[config.mk]
export PLATFORM = sky130hd
export DESIGN_NAME = mcc2d_seq
export DESIGN_NICKNAME = d
export VERILOG_FILES = /design/src/rtl/mcc2d_pkg.sv /design/src/rtl/mcc2d_seq.sv
export SDC_FILE = /design/constraint.sdc
export NUM_CORES = 1
export LEC_CHECK = 0
export ABC_AREA = 1
export BUFFER_PORTS_ARGS = -buffer_cell sky130_fd_sc_hd__buf_2
export CAP_MARGIN = 20
export CORE_MARGIN = 5
export CORE_UTILIZATION = 50
export CTS_CLUSTER_DIAMETER = 30
export CTS_CLUSTER_SIZE = 12
export DETAILED_ROUTE_END_ITERATION = 10
export PLACE_DENSITY = 0.82
export SYNTH_ARGS = -nofsm -noshare
export SYNTH_HDL_FRONTEND = slang
export SYNTH_SLANG_ARGS = --single-unit
[constraint.sdc]
create_clock -name aclk -period 3.5 [get_ports aclk]
set_clock_uncertainty 0.05 [all_clocks]
set_input_delay 0.35 -clock aclk [delete_from_list [all_inputs] [get_ports aclk]]
set_output_delay 0.35 -clock aclk [all_outputs]
set_load 0.02 [all_outputs]
[src/rtl/mcc2d_pkg.sv]
package mcc2d_pkg;

    // item field widths
    localparam int ACT_W   = 2;
    localparam int CH_W    = 5;
    localparam int POS_W   = 5;
    localparam int SMP_W   = 16;
    localparam int SUM_W   = 40;
    localparam int LAYER_W = 7;

    // configuration register widths
    localparam int IC_W  = 3;
    localparam int DIM_W = 6;
    localparam int KER_W = 4;
    localparam int OC_W  = 4;

    localparam int CFG_IDX_W  = 3;
    localparam int CFG_DATA_W = 6;

    localparam logic [ACT_W-1:0] ACT_SAMPLE  = 2'd0;
    localparam logic [ACT_W-1:0] ACT_WEIGHT  = 2'd1;
    localparam logic [ACT_W-1:0] ACT_COMPUTE = 2'd2;

    localparam logic [CFG_IDX_W-1:0] CFG_INPUT_CHANNELS  = 3'd0;
    localparam logic [CFG_IDX_W-1:0] CFG_INPUT_WIDTH     = 3'd1;
    localparam logic [CFG_IDX_W-1:0] CFG_INPUT_HEIGHT    = 3'd2;
    localparam logic [CFG_IDX_W-1:0] CFG_KERNEL_WIDTH    = 3'd3;
    localparam logic [CFG_IDX_W-1:0] CFG_KERNEL_HEIGHT   = 3'd4;
    localparam logic [CFG_IDX_W-1:0] CFG_OUTPUT_CHANNELS = 3'd5;

    // effective (clamped) configuration
    typedef struct packed {
        logic [IC_W-1:0]  in_ch;
        logic [DIM_W-1:0] in_w;
        logic [DIM_W-1:0] in_h;
        logic [KER_W-1:0] k_w;
        logic [KER_W-1:0] k_h;
        logic [OC_W-1:0]  out_ch;
    } cfg_t;

    // sequencer to multiply-accumulate unit
    typedef struct packed {
        logic start;
        logic bad;
        logic issue;
        logic last;
    } mac_ctl_t;

endpackage

[src/rtl/mcc2d_seq.sv]
module mcc2d_seq #(
    parameter int MAX_IN_CHANNELS  = 4,
    parameter int MAX_OUT_CHANNELS = 8,
    parameter int MAX_DIM          = 32,
    parameter int MAX_KERNEL       = 8
) (
    input  logic                                aclk,
    input  logic                                aresetn,
    input  logic                                start_i,
    input  logic [mcc2d_pkg::CH_W-1:0]          ch_i,
    input  logic [mcc2d_pkg::POS_W-1:0]         x_i,
    input  logic [mcc2d_pkg::POS_W-1:0]         y_i,
    input  mcc2d_pkg::cfg_t                     cfg_i,
    input  logic                                retire_i,
    output logic                                idle_o,
    output mcc2d_pkg::mac_ctl_t                 ctl_o,
    output logic [$clog2(MAX_IN_CHANNELS*MAX_DIM*MAX_DIM)-1:0]             img_addr_o,
    output logic [$clog2(MAX_OUT_CHANNELS*MAX_IN_CHANNELS*MAX_KERNEL*MAX_KERNEL)-1:0]
                                                ker_addr_o
);

    localparam int IMG_AW = $clog2(MAX_IN_CHANNELS * MAX_DIM * MAX_DIM);
    localparam int KER_AW = $clog2(MAX_OUT_CHANNELS * MAX_IN_CHANNELS * MAX_KERNEL * MAX_KERNEL);
    localparam int KERNEL_AREA = MAX_KERNEL * MAX_KERNEL;

    localparam logic [1:0] ST_IDLE = 2'd0;
    localparam logic [1:0] ST_RUN  = 2'd1;
    localparam logic [1:0] ST_WAIT = 2'd2;

    logic [1:0]                       state_reg, state_next;
    logic [mcc2d_pkg::IC_W-1:0]       ic_reg, ic_next;
    logic [mcc2d_pkg::KER_W-1:0]      dx_reg, dx_next;
    logic [mcc2d_pkg::KER_W-1:0]      dy_reg, dy_next;
    logic [mcc2d_pkg::LAYER_W-1:0]    layer_reg, layer_next;
    logic [mcc2d_pkg::POS_W-1:0]      x_reg, x_next;
    logic [mcc2d_pkg::POS_W-1:0]      y_reg, y_next;

    logic bad;
    logic dx_end, dy_end, ic_end;

    // out of range when the channel is not below the output channel count or the kernel window runs off the input
    assign bad = (7'(ch_i) >= 7'(cfg_i.out_ch))
              || (7'(x_i) + 7'(cfg_i.k_w) > 7'(cfg_i.in_w))
              || (7'(y_i) + 7'(cfg_i.k_h) > 7'(cfg_i.in_h));

    assign dx_end = (dx_reg == cfg_i.k_w - 4'd1);
    assign dy_end = (dy_reg == cfg_i.k_h - 4'd1);
    assign ic_end = (ic_reg == cfg_i.in_ch - 3'd1);

    always_comb begin
        state_next = state_reg;
        ic_next    = ic_reg;
        dx_next    = dx_reg;
        dy_next    = dy_reg;
        layer_next = layer_reg;
        x_next     = x_reg;
        y_next     = y_reg;
        ctl_o      = '0;
        case (state_reg)
            ST_IDLE: begin
                if (start_i) begin
                    ctl_o.start = 1'b1;
                    ctl_o.bad   = bad;
                    x_next      = x_i;
                    y_next      = y_i;
                    ic_next     = '0;
                    dx_next     = '0;
                    dy_next     = '0;
                    layer_next  = 7'(ch_i) * 7'(cfg_i.in_ch);
                    state_next  = bad ? ST_WAIT : ST_RUN;
                end
            end
            ST_RUN: begin
                ctl_o.issue = 1'b1;
                ctl_o.last  = dx_end && dy_end && ic_end;
                // advance column, then row, then input channel
                if (!dx_end) begin
                    dx_next = dx_reg + 4'd1;
                end else begin
                    dx_next = '0;
                    if (!dy_end) begin
                        dy_next = dy_reg + 4'd1;
                    end else begin
                        dy_next = '0;
                        if (!ic_end) begin
                            ic_next    = ic_reg + 3'd1;
                            layer_next = layer_reg + 7'd1;
                        end else begin
                            state_next = ST_WAIT;
                        end
                    end
                end
            end
            ST_WAIT: begin
                if (retire_i) begin
                    state_next = ST_IDLE;
                end
            end
            default: begin
                state_next = ST_IDLE;
            end
        endcase
    end

    always_ff @(posedge aclk) begin
        if (!aresetn) begin
            state_reg <= ST_IDLE;
        end else begin
            state_reg <= state_next;
        end
        ic_reg    <= ic_next;
        dx_reg    <= dx_next;
        dy_reg    <= dy_next;
        layer_reg <= layer_next;
        x_reg     <= x_next;
        y_reg     <= y_next;
    end

    assign idle_o = (state_reg == ST_IDLE);

    assign img_addr_o = IMG_AW'((32'(ic_reg) * MAX_DIM + 32'(y_reg) + 32'(dy_reg)) * MAX_DIM
                              + 32'(x_reg) + 32'(dx_reg));
    assign ker_addr_o = KER_AW'(32'(layer_reg) * KERNEL_AREA + 32'(dy_reg) * MAX_KERNEL
                              + 32'(dx_reg));

endmodule

==> impl_results.md <==
* Clk buf depth at 2
* Most common cell on crit path: nand2_1
* Post-Syn Instances at 437
* Fillers at 584
* Flop pwr share at 0.320
* Worst EP arrival at 2.52 ns
* Crit path max-delay family: adder cells
* Hold buffer count at cts at 0
* Starting Density at 0.509
* Core area at 6310 sq um
* First-pass GRT wire length at 12400 um
* Gate power share at 0.561
* Chip height at 90.2 um
* Vias in the first global route at 2970
* Mapped cell area at 3210 sq um
* DR iter-0 viols at 146
* DRC at 0
* Share of post-route cells with drive strength above 1 at 0.167
* Status: complete, no violations
* H-tree Lvls at 1
* F_max at 342 MHz
* Min-Delay Path Class: input pin to flip-flop
* P&R area growth vs syn at 14.9%
* RSZ-0062 raised after global routing: no
* CTS clk-pin slew, worst paths at 0.09 ns
* Routability cong. at 0.892
* Critical Path RT at 3.10 ns
* Clk_lat worst skew at 0.27 ns
* Detailed Place HPWL at 5990 um
* Total power at 1.68 mW
* Post-CTS setup buffers at 0
* Worst-Margin Slew at 0.792 ns
* Final TNS setup at 0 ns
* Post-CTS sizing at 0
* Initial antenna violation count at 0
* Antenna cells at 0
* Max FO, Critical Path at 5
* Slowest stage cell, crit path: fa_1
* # IOs at 74
* CTS Root Cell: clkbuf_8
* Critical path type: input pin to primary output
* Pint at 907 uW
* Seq/Total Area, Yosys at 0.255
* Sw Ratio at 0.459
* Crit-path cells: buf_2 -> ha_1 -> fa_1 -> a21oi_1 -> o21ai_0 -> xor2_1 -> ha_1 -> nand2_1 -> nor2_1 -> nand2_1 -> nand3_1 -> nand2_1 -> nand3_1 -> nand2_1 -> inv_1 -> buf_2
* Most frequent cells in the layout: 114 x nand2_1, 89 x inv_1, 73 x buf_2, 45 x ha_1, 36 x nor2_1
* Synthesized Nets at 535
* Yosys cell types at 32
* Final hold viol count at 0
* Worst Setup End Kind: primary output
* Antenna Violating Nets Remaining at 0
* Yosys top cell area share at 0.243
* Register area at 821 sq um
* Switching power at 769 uW
* Port bufs at 73
* Synth area leader: edfxtp_1
* Via density at 4.92
* Cell area power density at 454 nW/um^2
* DRT Pass-1 Iters at 4
* Pin count of the biggest net entering global routing at 16
* Drt wl/cell at 11.8 um
* Clock sink count at 28
* Grt total ovfl at 0
* Worst slew margin at 0.472
* GRT Total Usage at 0.174
* Die W at 90.2 um
* Delay of the slowest cell on the worst path at 0.40 ns
* Syn_area_per_cell at 7.36 sq um
* RR Startpoint: dx_reg[1]
* #FFs+latches synth at 28
* Leak at 2.04 nW
* Nature of the critical path startpoint: input pin
* YS warnings at 0
* Routed Wire Length at 6910 um
* Most common cell after layout, fill and taps aside: nand2_1
* Via Count at 2880
* Min cycle time layout at 2.92 ns
* Max Cap Violations at 0
* Final Setup Violations at 0
* Crit path buf inv count at 3
* # nets final at 607
* Clk pwr share at 0.119
* Multi-input gate area at 2020 sq um
* Max-slew violation count at 0
* Fin crit share at 0.836
* Peak VDD IR at 0.261 mV
* Num CTS Buffers at 3
* Synth area leaders: edfxtp_1 24%, ha_1 18%, nand2_1 13%
* Crit path launch: cfg_i[8]
* Row Count at 29
* Die Area at 8130 sq um
* Hold_sp: x_i[2]
* CTS tree: yes
## cell usage after synthesis
cell type  count
o21bai_1       2
xnor2_1       13
a21oi_1       13
xor2_2         1
dfxtp_1        2
or2_0          1
o31ai_1        1
a21boi_0       3
edfxtp_1      26
a21oi_2        1
and3_1         1
inv_1         89
o21ai_0        7
xor2_1        21
nor2_1        36
o22ai_1        1
and2_4         1
ha_1          45
a22oi_1        1
nand3b_1       1
nor2_2         2
nand4_1        7
nor3_1         2
buf_2          2
o21ai_2        1
o221ai_1       1
clkbuf_1       1
fa_1           7
nand3_1       29
buf_4          4
nand2_1      114
nor3_2         1
## cell type report
type	count	share of cell area
multi-input cells	313	0.546
flip-flops and latches	28	0.222
repair buffers	74	0.101
inverters	89	0.0904
well taps	77	0.0261
clock buffers	4	0.0149
## final timing paths
path	endpoint	slack (ns)	cells past startpoint
hold reg to reg	state_reg[1]	0.54	4
hold / removal	x_reg[2]	0.22	1
setup reg to reg	layer_reg[2]	1.27	8
setup / recovery	ctl_o[2]	0.58	16
## per-layer routing
layer  track usage  wire length [um]  vias to the layer above
li1              -                 -                     1515
met3        0.0234               369                       12
met4        0.0459               105                        0
met1         0.218              3050                     1282
met5             0                 0                        -
met2         0.311              3380                       71
## worst reg2reg max path, cell delays in order, from the launching register on
cell	delay, ns
edfxtp_1	0.46
inv_1	0.12
nand2_1	0.07
nand2_1	0.05
nor2_1	0.18
nand2_1	0.07
nor2_1	0.14
nand2_1	0.11
a22oi_1	0.62
## through the flow
step / cells / cell area, sq um / setup slack, ns / hold slack [ns] / utilization
after CTS: 585 / 3690 / 0.571 / 0.223 / 0.585
after floorplan: 437 / 3210 / 0.810 / 0.399 / -
after global routing: 585 / 3690 / 0.405 / 0.216 / 0.585
after detailed placement: 581 / 3640 / 0.578 / 0.502 / 0.576
after global placement: 581 / 3640 / 0.633 / 0.502 / 0.576
final: 585 / 3690 / 0.575 / 0.225 / 0.585
## kinds of logic (layout without fill, tap and decap cells)
kind of cell	after synthesis	after routing	synth area share
xor gates and xnor gates	35	35	0.0977
and+or+nand+nor	195	195	0.253
buffers and inverters	96	167	0.118
DFF	28	28	0.255
AOI/OAI and AO/OA	31	31	0.0576
adders and majority gates	52	52	0.219
## power groups by stage
| stage | Combinational [mW] | Clock, mW | Sequential, mW |
|---|---|---|---|
| final | 0.939 | 0.200 | 0.537 |
| after floorplan | 0.706 | 0 | 0.514 |
| after global routing | 1.07 | 0.213 | 0.547 |
| after global placement | 0.916 | 0 | 0.540 |
| after detailed placement | 0.945 | 0 | 0.544 |
| after CTS | 0.951 | 0.198 | 0.536 |
(Power assumes the default switching activity.)
