### src/rtl/mcc2d_pkg.sv
package mcc2d_pkg;

    // item field widths
    localparam int ACT_W   = 2;
    localparam int CH_W    = 5;
    localparam int POS_W   = 5;
    localparam int SMP_W   = 16;
    localparam int SUM_W   = 40;
    localparam int LAYER_W = 7;

    // configuration register widths
    localparam int IC_W  = 3;
    localparam int DIM_W = 6;
    localparam int KER_W = 4;
    localparam int OC_W  = 4;

    localparam int CFG_IDX_W  = 3;
    localparam int CFG_DATA_W = 6;

    localparam logic [ACT_W-1:0] ACT_SAMPLE  = 2'd0;
    localparam logic [ACT_W-1:0] ACT_WEIGHT  = 2'd1;
    localparam logic [ACT_W-1:0] ACT_COMPUTE = 2'd2;

    localparam logic [CFG_IDX_W-1:0] CFG_INPUT_CHANNELS  = 3'd0;
    localparam logic [CFG_IDX_W-1:0] CFG_INPUT_WIDTH     = 3'd1;
    localparam logic [CFG_IDX_W-1:0] CFG_INPUT_HEIGHT    = 3'd2;
    localparam logic [CFG_IDX_W-1:0] CFG_KERNEL_WIDTH    = 3'd3;
    localparam logic [CFG_IDX_W-1:0] CFG_KERNEL_HEIGHT   = 3'd4;
    localparam logic [CFG_IDX_W-1:0] CFG_OUTPUT_CHANNELS = 3'd5;

    // effective (clamped) configuration
    typedef struct packed {
        logic [IC_W-1:0]  in_ch;
        logic [DIM_W-1:0] in_w;
        logic [DIM_W-1:0] in_h;
        logic [KER_W-1:0] k_w;
        logic [KER_W-1:0] k_h;
        logic [OC_W-1:0]  out_ch;
    } cfg_t;

    // sequencer to multiply-accumulate unit
    typedef struct packed {
        logic start;
        logic bad;
        logic issue;
        logic last;
    } mac_ctl_t;

endpackage

### src/rtl/mcc2d_mac.sv
module mcc2d_mac #(
    parameter int MAX_IN_CHANNELS = 4,
    parameter int MAX_KERNEL      = 8
) (
    input  logic                                     aclk,
    input  logic                                     aresetn,
    input  mcc2d_pkg::mac_ctl_t                      ctl_i,
    input  logic signed [mcc2d_pkg::SMP_W-1:0]       img_q_i,
    input  logic signed [mcc2d_pkg::SMP_W-1:0]       ker_q_i,
    input  logic                                     m_tready_i,
    output logic                                     m_tvalid_o,
    output logic signed [mcc2d_pkg::SUM_W-1:0]       sum_o,
    output logic                                     bad_o,
    output logic                                     retire_o
);

    localparam int PROD_W = 2 * mcc2d_pkg::SMP_W;
    localparam int GROW_W = PROD_W + 1 + $clog2(MAX_IN_CHANNELS * MAX_KERNEL * MAX_KERNEL);
    localparam int ACC_W  = (GROW_W > mcc2d_pkg::SUM_W) ? GROW_W : mcc2d_pkg::SUM_W + 1;
    localparam int HI_W   = ACC_W - mcc2d_pkg::SUM_W + 1;

    logic                         rd_vld_reg, rd_last_reg;
    logic                         prod_vld_reg, prod_last_reg;
    logic signed [PROD_W-1:0]     prod_reg;
    logic signed [ACC_W-1:0]      acc_reg;
    logic                         bad_reg;
    logic                         done_reg;
    logic                         out_vld_reg;
    logic signed [mcc2d_pkg::SUM_W-1:0] sum_reg;
    logic                         out_bad_reg;

    logic [HI_W-1:0]              acc_hi;
    logic signed [mcc2d_pkg::SUM_W-1:0] sat_sum;
    logic                         out_free;

    assign acc_hi = acc_reg[ACC_W-1:mcc2d_pkg::SUM_W-1];

    // clip to the result range when the top bits disagree
    always_comb begin
        if (acc_hi != '0 && acc_hi != '1) begin
            sat_sum = acc_reg[ACC_W-1] ? {1'b1, {(mcc2d_pkg::SUM_W-1){1'b0}}}
                                       : {1'b0, {(mcc2d_pkg::SUM_W-1){1'b1}}};
        end else begin
            sat_sum = acc_reg[mcc2d_pkg::SUM_W-1:0];
        end
    end

    assign out_free = !out_vld_reg || m_tready_i;
    assign retire_o = done_reg && out_free;

    always_ff @(posedge aclk) begin
        if (!aresetn) begin
            rd_vld_reg   <= 1'b0;
            prod_vld_reg <= 1'b0;
            done_reg     <= 1'b0;
            out_vld_reg  <= 1'b0;
        end else begin
            rd_vld_reg   <= ctl_i.issue;
            prod_vld_reg <= rd_vld_reg;
            if (ctl_i.start) begin
                done_reg <= ctl_i.bad;
            end else if (prod_vld_reg && prod_last_reg) begin
                done_reg <= 1'b1;
            end else if (retire_o) begin
                done_reg <= 1'b0;
            end
            if (retire_o) begin
                out_vld_reg <= 1'b1;
            end else if (m_tready_i) begin
                out_vld_reg <= 1'b0;
            end
        end
        rd_last_reg   <= ctl_i.last;
        prod_last_reg <= rd_last_reg;
        prod_reg      <= img_q_i * ker_q_i;
        if (ctl_i.start) begin
            acc_reg <= '0;
            bad_reg <= ctl_i.bad;
        end else if (prod_vld_reg) begin
            acc_reg <= acc_reg + ACC_W'(prod_reg);
        end
        if (retire_o) begin
            sum_reg     <= sat_sum;
            out_bad_reg <= bad_reg;
        end
    end

    assign m_tvalid_o = out_vld_reg;
    assign sum_o      = sum_reg;
    assign bad_o      = out_bad_reg;

endmodule

### config.mk
export PLATFORM = sky130hd
export DESIGN_NAME = mcc2d_mac
export DESIGN_NICKNAME = d
export VERILOG_FILES = /design/src/rtl/mcc2d_pkg.sv /design/src/rtl/mcc2d_mac.sv
export SDC_FILE = /design/constraint.sdc
export NUM_CORES = 1
export LEC_CHECK = 0
export ABC_AREA = 1
export BUFFER_PORTS_ARGS = -buffer_cell sky130_fd_sc_hd__buf_2
export CAP_MARGIN = 20
export CORE_MARGIN = 1.5
export CORE_UTILIZATION = 40
export DETAILED_ROUTE_END_ITERATION = 8
export SYNTH_ARGS = -nofsm -noshare
export SYNTH_HDL_FRONTEND = slang
export SYNTH_SLANG_ARGS = --single-unit
### constraint.sdc
create_clock -name aclk -period 8.2 [get_ports aclk]
set_input_delay 0.82 -clock aclk [delete_from_list [all_inputs] [get_ports aclk]]
set_output_delay 0.82 -clock aclk [all_outputs]
set_load 0.005 [all_outputs]
==> flow_summary.toml, run 1 <==
[outcome]
status = "completed"

[finish]
layout.nets = 2749
area_growth_pct = 8.34
drive_above_1_share = 0.0762
largest_reg_flops = 41
n_antenna_cell = 0

[placement]
hpwl_mm = 38.6
place_congestion = 0.956
port_buffers = 81

[grt]
antenna_found_initial = 0
grt_usage = 0.218
first_global_vias = 14700
grt_max_degree = 53
grt_pass1_wl_mm = 76.2
grt_overflow_total = 0

[worst_setup_path]
worst_ep_arrival_time_ns = 6.44
r2r_start = "prod_reg[0]"
r2r_setup_slack_ns = 5.59
crit_path_end_kind = "register"
critPathLaunchType = "primary input"
reg2reg_depth = 15
path_class = "in -> reg"
crit_required_ns = 8.51
path_max_fanout = 16
worstReg2RegEnd = "acc_reg[26]"

[yosys]
synth-edff-count = 42
dominantRegCellSynth = "dfxtp_1"
synth.top_cell.area_share = 0.302
seq_area_frac_synth = 0.163
synth.most_common_cell = "inv_1"
synth_cells = 2297
yosysWarningCount = 0
avgSynthCellArea_um2 = 7.60
synth_nets = 2723
synthDistinctLibCells = 46
synth_common_cells = "inv_1 (610), nand2_1 (542), fa_1 (263), ha_1 (124), nor2_1 (118)"
ys_ff_latch = 121
async_flop_share = 0
syn_area_um2 = 17500
synth_top_cell_by_area = "fa_1"
netlist_top_cells_area = "fa_1 (30%), inv_1 (13%), nand2_1 (12%)"

[cts]
cts_setup_buffers = 0
root_buffer = "clkbuf_16"
clk_latency_ns = 0.43
ctsHoldBuffers = 0
cts.clk_slew.worst_paths_ns = 0.06
cts_resized = 0
cts.sinks = 121
cts_buffer_depth = 2
cts_tree = "built"
htreeDepth = 4
cts_made_buffers = 17

[min_path]
worstHoldPathCells = 0
hp-class = "reg -> reg"
hp-start = "rd_last_reg"
hold-path-endpoint = "prod_last_reg"

[sta]
fmax_ghz = 0.163
fin_crit_sh = 0.748
setup-violations-final = 0
tightestPinTransition_ns = 0.879
layout_min_cycle_time_ns = 6.14
rsz0062_at_grt = "no"
fin_tns_setup_ns = 0
fin_worst_skew_ns = 0.0138
hold_viol = 0
slew_headroom = 0.414
slew_viol_final = 0

[floorplanning]
fp-row-count = 76
start_util = 0.405
fp.dieH_um = 212
boundaryPins = 82
core-area_um2 = 43100
dieArea_um2 = 44900
die_x_um = 212

[routing]
wl_per_cell_um = 15.8
dr.first_iter.drc_count = 802
via_per_inst = 4.83
ant_nets = 0
drc_errors = 0
vias = 14100
finalWirelength_mm = 46.2
first_pass_iters = 7

[run]
drv_cap = 0
cell families after synthesis:
family	share of synthesized area
and+or+nand+nor	0.188
buffers and inverters	0.150
adders and majority gates	0.391
AOI/OAI and AO/OA	0.0814
DFF	0.163
xor gates and xnor gates	0.0266
how the worst max path moves through the flow:
stage,slack (ns),endpoint,start
final,2.06,prod_reg[29],ker_q_i[1]
after CTS,2.05,prod_reg[29],ker_q_i[1]
after global routing,1.74,prod_reg[29],ker_q_i[1]
after global placement,1.81,prod_reg[31],ker_q_i[1]
after detailed placement,1.62,prod_reg[29],ker_q_i[1]
after floorplan,2.13,prod_reg[29],ker_q_i[3]
metrics by stage:
stage	utilization	cell area [um2]	worst slack [ns]	hold slack [ns]	instances
2_1_floorplan	-	17500	2.13	0.310	2297
3_3_place_gp	0.425	18300	1.81	0.319	2889
3_5_place_dp	0.425	18300	1.62	0.320	2889
4_1_cts	0.439	18900	2.05	0.341	2921
5_1_grt	0.439	18900	1.74	0.342	2921
6_report	0.439	18900	2.06	0.337	2921
cell type report:
class                           instances  area, um2
Timing Repair Buffer                   84        428
Clock inverter                         15        178
Sequential cell                       121       2840
Inverter                              613       2300
Multi-Input combinational cell       1486      12000
Clock buffer                           17        425
Fill cell                            4401      24200
Tap cell                              585        732
cells in the final DEF, fill, tap and decap left out, types with 3 or more instances in the layout:
cell type,instances
inv_1,610
nand2_1,542
fa_1,263
ha_1,124
nor2_1,118
a21oi_1,106
o21ai_0,90
buf_2,81
dfxtp_1,79
nand3_1,58
edfxtp_1,42
xor2_1,36
nand4_1,23
xnor2_1,17
clkbuf_16,17
nand2_2,16
nor2_2,13
o21bai_1,11
nor3_1,8
o21ai_1,8
inv_6,7
or2_2,6
a21o_1,6
nand3_2,6
a21oi_2,5
a21boi_0,4
a31oi_1,3
a21boi_2,3
clkinvlp_4,3
inv_8,3
buf_4,3
worst max-delay path, stage by stage:
cell and delay (ns):
buf_2 0.33, nand2_1 0.17, inv_1 0.15, fa_1 0.56, fa_1 0.92, fa_1 0.53, fa_1 0.51, fa_1 0.50
inv_1 0.05, fa_1 0.47, inv_1 0.04, ha_1 0.35, a21oi_1 0.26, o21ai_0 0.14, a211oi_1 0.27, o21a_1 0.16
nand2_1 0.06, xor2_1 0.13
per-layer routing:
layer	part of all wire	GRT usage	vias to the layer above
li1	-	-	6860
met1	0.46	0.292	6844
met2	0.48	0.371	373
met3	0.053	0.0349	37
met4	0.014	0.0438	0
met5	0	0	-
Power of run 1 is left out: the tool's default activity adds up to more than one toggle a clock period on the data nets, which glitch-free logic cannot reach.
==> inputs of run 2 (changes only) <==
clock period = 5.9 ns   (was 8.2 ns; I/O delays follow)
==> flow_summary.toml, run 2 (synthesized netlist as in run 1, its figures left out) <==
[outcome]
status = "completed"

[grt]
grt_usage = 0.219
grt_max_degree = 53
first_global_vias = 14800
grt_pass1_wl_mm = 76.9
grt_overflow_total = 0
antenna_found_initial = 0

[placement]
port_buffers = 81
post_dp_cell_area_um2 = 18600
place_congestion = 0.927
hpwl_mm = 39.1
place_worst_setup_slack_ns = -0.436

[finish]
final_area_um2 = 19200
layout.nets = 2789
n_antenna_cell = 0
largest_reg_flops = 41
drive_above_1_share = 0.0922
area_growth_pct = 10.0
final_cell_mix = "inv_1 (609), nand2_1 (542), fa_1 (263)"
final_common_cell = "inv_1"

[worst_setup_path]
slowest_stage = "fa_1"
path_cells = "buf_2 > nand2_1 > buf_4 > fa_1 > fa_1 > fa_1 > inv_1 > fa_1 > fa_1 > inv_1 > fa_1 > inv_1 > ha_1 > nand2_1 > inv_1 > nand3_2 > nor2_2 > nand4_1 > nand3_2 > nand2_1 > o21bai_1 > xor2_1"
path_common_cell = "fa_1"
critPathLaunchType = "primary input"
worst_ep_arrival_time_ns = 5.99
path_class = "in -> reg"
crit_path_end_kind = "register"
r2r_setup_slack_ns = 3.29
crit_required_ns = 6.23
critPathMaxStageDelay_ns = 0.52
path_max_fanout = 16

[routing]
via_per_inst = 4.81
vias = 14200
dr.first_iter.drc_count = 694
drc_errors = 0
first_pass_iters = 5
wl_per_cell_um = 15.6
ant_nets = 0
finalWirelength_mm = 46.1

[cts]
cts_tree = "built"
htreeDepth = 4
cts_made_buffers = 17
cts_buffer_depth = 2
cts.clk_slew.worst_paths_ns = 0.06
cts.sinks = 121
clk_latency_ns = 0.43
ctsHoldBuffers = 0
root_buffer = "clkbuf_16"

[sta]
hold_viol = 0
slew_headroom = 0.390
fin_worst_skew_ns = 0.0123
fmax_ghz = 0.177
rsz0062_at_grt = "no"
slew_viol_final = 0
setup-violations-final = 0
tightestPinTransition_ns = 0.913
fin_crit_sh = 0.959
layout_min_cycle_time_ns = 5.66
setup_slack_ns = 0.243

[floorplanning]
fp-row-count = 76
fp.dieH_um = 212
dieArea_um2 = 44900
boundaryPins = 82
core-area_um2 = 43100
start_util = 0.405
die_x_um = 212

[min_path]
hp-class = "in -> reg"

[run]
drv_cap = 0
[run 2: per-stage QoR]
stage,setup TNS (ns),hold WS [ns],std cells,util
3_3_place_gp,-1.70,0.319,2926,0.432
3_5_place_dp,-1.75,0.321,2926,0.432
6_report,0,0.275,2960,0.446
2_1_floorplan,0,0.310,2297,-
5_1_grt,0,0.268,2960,0.446
4_1_cts,0,0.263,2959,0.445
[run 2: final timing paths]
kind	startpoint	endpoint	cells past startpoint
setup / recovery	img_q_i[15]	prod_reg[25]	22
hold / removal	ctl_i[0]	rd_last_reg	1
setup reg to reg	prod_reg[0]	acc_reg[26]	15
hold reg to reg	rd_last_reg	prod_last_reg	0
[run 2: per-layer routing]
| layer | vias to the layer above | wire length [um] | global-route usage |
|---|---|---|---|
| met3 | 43 | 1990 | 0.0188 |
| met4 | 0 | 616 | 0.0448 |
| met1 | 6943 | 21300 | 0.299 |
| li1 | 6935 | - | - |
| met2 | 317 | 22200 | 0.379 |
| met5 | - | 0 | 0 |
[run 2: area by class of cell]
| cell class | count | area, um2 |
|---|---|---|
| Fill cell | 4407 | 23900 |
| Multi-Input combinational cell | 1486 | 12000 |
| Sequential cell | 121 | 2840 |
| Inverter | 613 | 2300 |
| Timing Repair Buffer | 124 | 748 |
| Tap cell | 585 | 732 |
| Clock buffer | 19 | 443 |
| Clock inverter | 12 | 126 |
[run 2: critical path, delay by kind of cell]
family,cells,cell delay (ns)
buffers and inverters,6,0.67
adders and majority gates,7,3.35
AOI/OAI and AO/OA,1,0.18
and+or+nand+nor,7,0.93
xor gates and xnor gates,1,0.25
[run 2: timing repair]
item / CTS / global route
cloned: 0 / 0
pin swaps: 0 / 1
resized for setup: 1 / 5
setup buffers: 2 / 1
endpoints found under the setup margin: 1 / 3
Power of run 2 is left out for the same reason.
==> inputs of run 3 (changes only) <==
ABC_AREA = unset   (was 1)
==> flow_summary.toml, run 3 <==
[outcome]
status = "completed"

[floorplanning]
core-area_um2 = 37800
start_util = 0.409
fp.dieH_um = 200
fp-row-count = 71
die_x_um = 200
dieArea_um2 = 39900
boundaryPins = 82

[sta]
slew_headroom = 0.442
hold_viol = 0
fin_tns_setup_ns = 0
setup-violations-final = 0
tightestPinTransition_ns = 0.837
rsz0062_at_grt = "yes"
slew_viol_final = 0
setup_slack_ns = 0.106
layout_min_cycle_time_ns = 5.79
fin_crit_sh = 0.982
fmax_ghz = 0.173
fin_worst_skew_ns = 0.00805

[yosys]
synth_top_cell_by_area = "fa_1"
synth_cells = 1609
netlist_top_cells_area = "fa_1 (34%), dfxtp_1 (10%), ha_1 (10%)"
synthDistinctLibCells = 71
avgSynthCellArea_um2 = 9.62
async_flop_share = 0
yosysWarningCount = 0
seq_area_frac_synth = 0.184
synth.top_cell.area_share = 0.340
synth_common_cells = "inv_1 (309), fa_1 (263), nand2_1 (161), and2_1 (127), ha_1 (124)"
syn_area_um2 = 15500
ys_ff_latch = 121
synth_nets = 2035
synth-edff-count = 42
synth.most_common_cell = "inv_1"
dominantRegCellSynth = "dfxtp_1"

[cts]
cts_resized = 0
cts_setup_buffers = 0
root_buffer = "clkbuf_16"
htreeDepth = 4
ctsHoldBuffers = 0
cts_buffer_depth = 2
cts_tree = "built"
cts.clk_slew.worst_paths_ns = 0.06
cts.sinks = 121
clk_latency_ns = 0.41
cts_made_buffers = 17

[routing]
ant_nets = 0
via_per_inst = 4.82
vias = 11100
dr.first_iter.drc_count = 565
wl_per_cell_um = 14.8
drc_errors = 0
first_pass_iters = 5
finalWirelength_mm = 34.2

[grt]
grt_max_degree = 45
grt_overflow_total = 0
antenna_found_initial = 0
grt_pass1_wl_mm = 59.1
grt_usage = 0.185
first_global_vias = 12000

[worst_setup_path]
path_max_fanout = 5
slowest_stage = "fa_1"
critPathLaunchType = "primary input"
crit_path_end_kind = "register"
path_cells = "buf_2 > and2_4 > fa_1 > inv_1 > fa_1 > inv_1 > fa_1 > fa_1 > fa_1 > inv_1 > fa_1 > inv_2 > ha_4 > a21o_1 > a21o_1 > a21oi_2 > o21ai_1 > a41o_1 > a221o_1 > a31oi_4 > buf_4 > nor3_1 > nor3_1"
path_common_cell = "fa_1"
worst_ep_arrival_time_ns = 6.12
critPathMaxStageDelay_ns = 0.54
crit_required_ns = 6.23
reg2reg_depth = 14
path_class = "in -> reg"

[finish]
n_antenna_cell = 0
layout.nets = 2202
final_area_um2 = 18000
final_common_cell = "inv_1"
drive_above_1_share = 0.154
largest_reg_flops = 41
area_growth_pct = 16.1
final_cell_mix = "inv_1 (306), fa_1 (261), nand2_1 (160)"
fin_cells = 2300

[run]
drv_cap = 0

[min_path]
worstHoldPathCells = 1
hp-class = "in -> reg"

[placement]
post_dp_cell_area_um2 = 17300
place_worst_setup_slack_ns = -0.412
place_congestion = 0.891
dpl.cell_count = 2268
hpwl_mm = 29.4
port_buffers = 81
-- run 3: changes by cell type in the layout (fill, tap and decap cells not counted), moves of 30 or more --
cell / delta
buf_4: +80
nand2_1: -382
inv_1: -303
and2_1: +123
o21ai_0: -73
nor2_1: -53
a21o_1: +49
nand3_1: -48
xnor2_1: +30
a21oi_1: -37
-- run 3: area by class of cell --
cell class	count	area, um2
tap	511	639
clock inverter	14	149
clock buffer	18	439
fill	3599	19900
timing repair buffer	199	1350
inverter	309	1160
multi-input combinational	1128	11400
sequential	121	2840
-- run 3: cells by family after synthesis --
logic type / count (synthesis) / share of synthesized area
multiplexers: 19 / 0.0127
AO/OA/AOI/OAI: 237 / 0.107
XOR/XNOR: 65 / 0.0368
adder cells (fa/ha/maj): 387 / 0.440
AND/OR/NAND/NOR: 420 / 0.132
buffers and inverters: 360 / 0.0876
flip-flops: 121 / 0.184
-- run 3: worst paths after layout --
| kind | from | endpoint | slack [ns] |
|---|---|---|---|
| hold reg to reg | rd_last_reg | prod_last_reg | 0.33 |
| setup / recovery | img_q_i[5] | prod_reg[28] | 0.11 |
| hold / removal | ctl_i[0] | rd_last_reg | 0.29 |
| setup reg to reg | acc_reg[0] | acc_reg[40] | 2.32 |
-- run 3: stage by stage --
step	hold WS [ns]	util
after detailed placement	0.323	0.457
after floorplan	0.310	-
final	0.288	0.475
after global routing	0.280	0.475
after CTS	0.280	0.472
after global placement	0.319	0.457
-- run 3: critical path: cells and delay by family --
kind                       cells  cell delay [ns]
and+or+nand+nor                3             0.41
adders and majority gates      7             3.25
buffers and inverters          6             0.50
AOI/OAI and AO/OA              7             1.38
-- run 3: metal layers --
metal,up-vias,GRT usage,part of all wire
met5,-,0,0
met4,0,0.0437,0.015
met3,38,0.0232,0.037
met2,228,0.312,0.46
met1,5419,0.253,0.49
li1,5403,-,-
Power of run 3 is left out for the same reason.
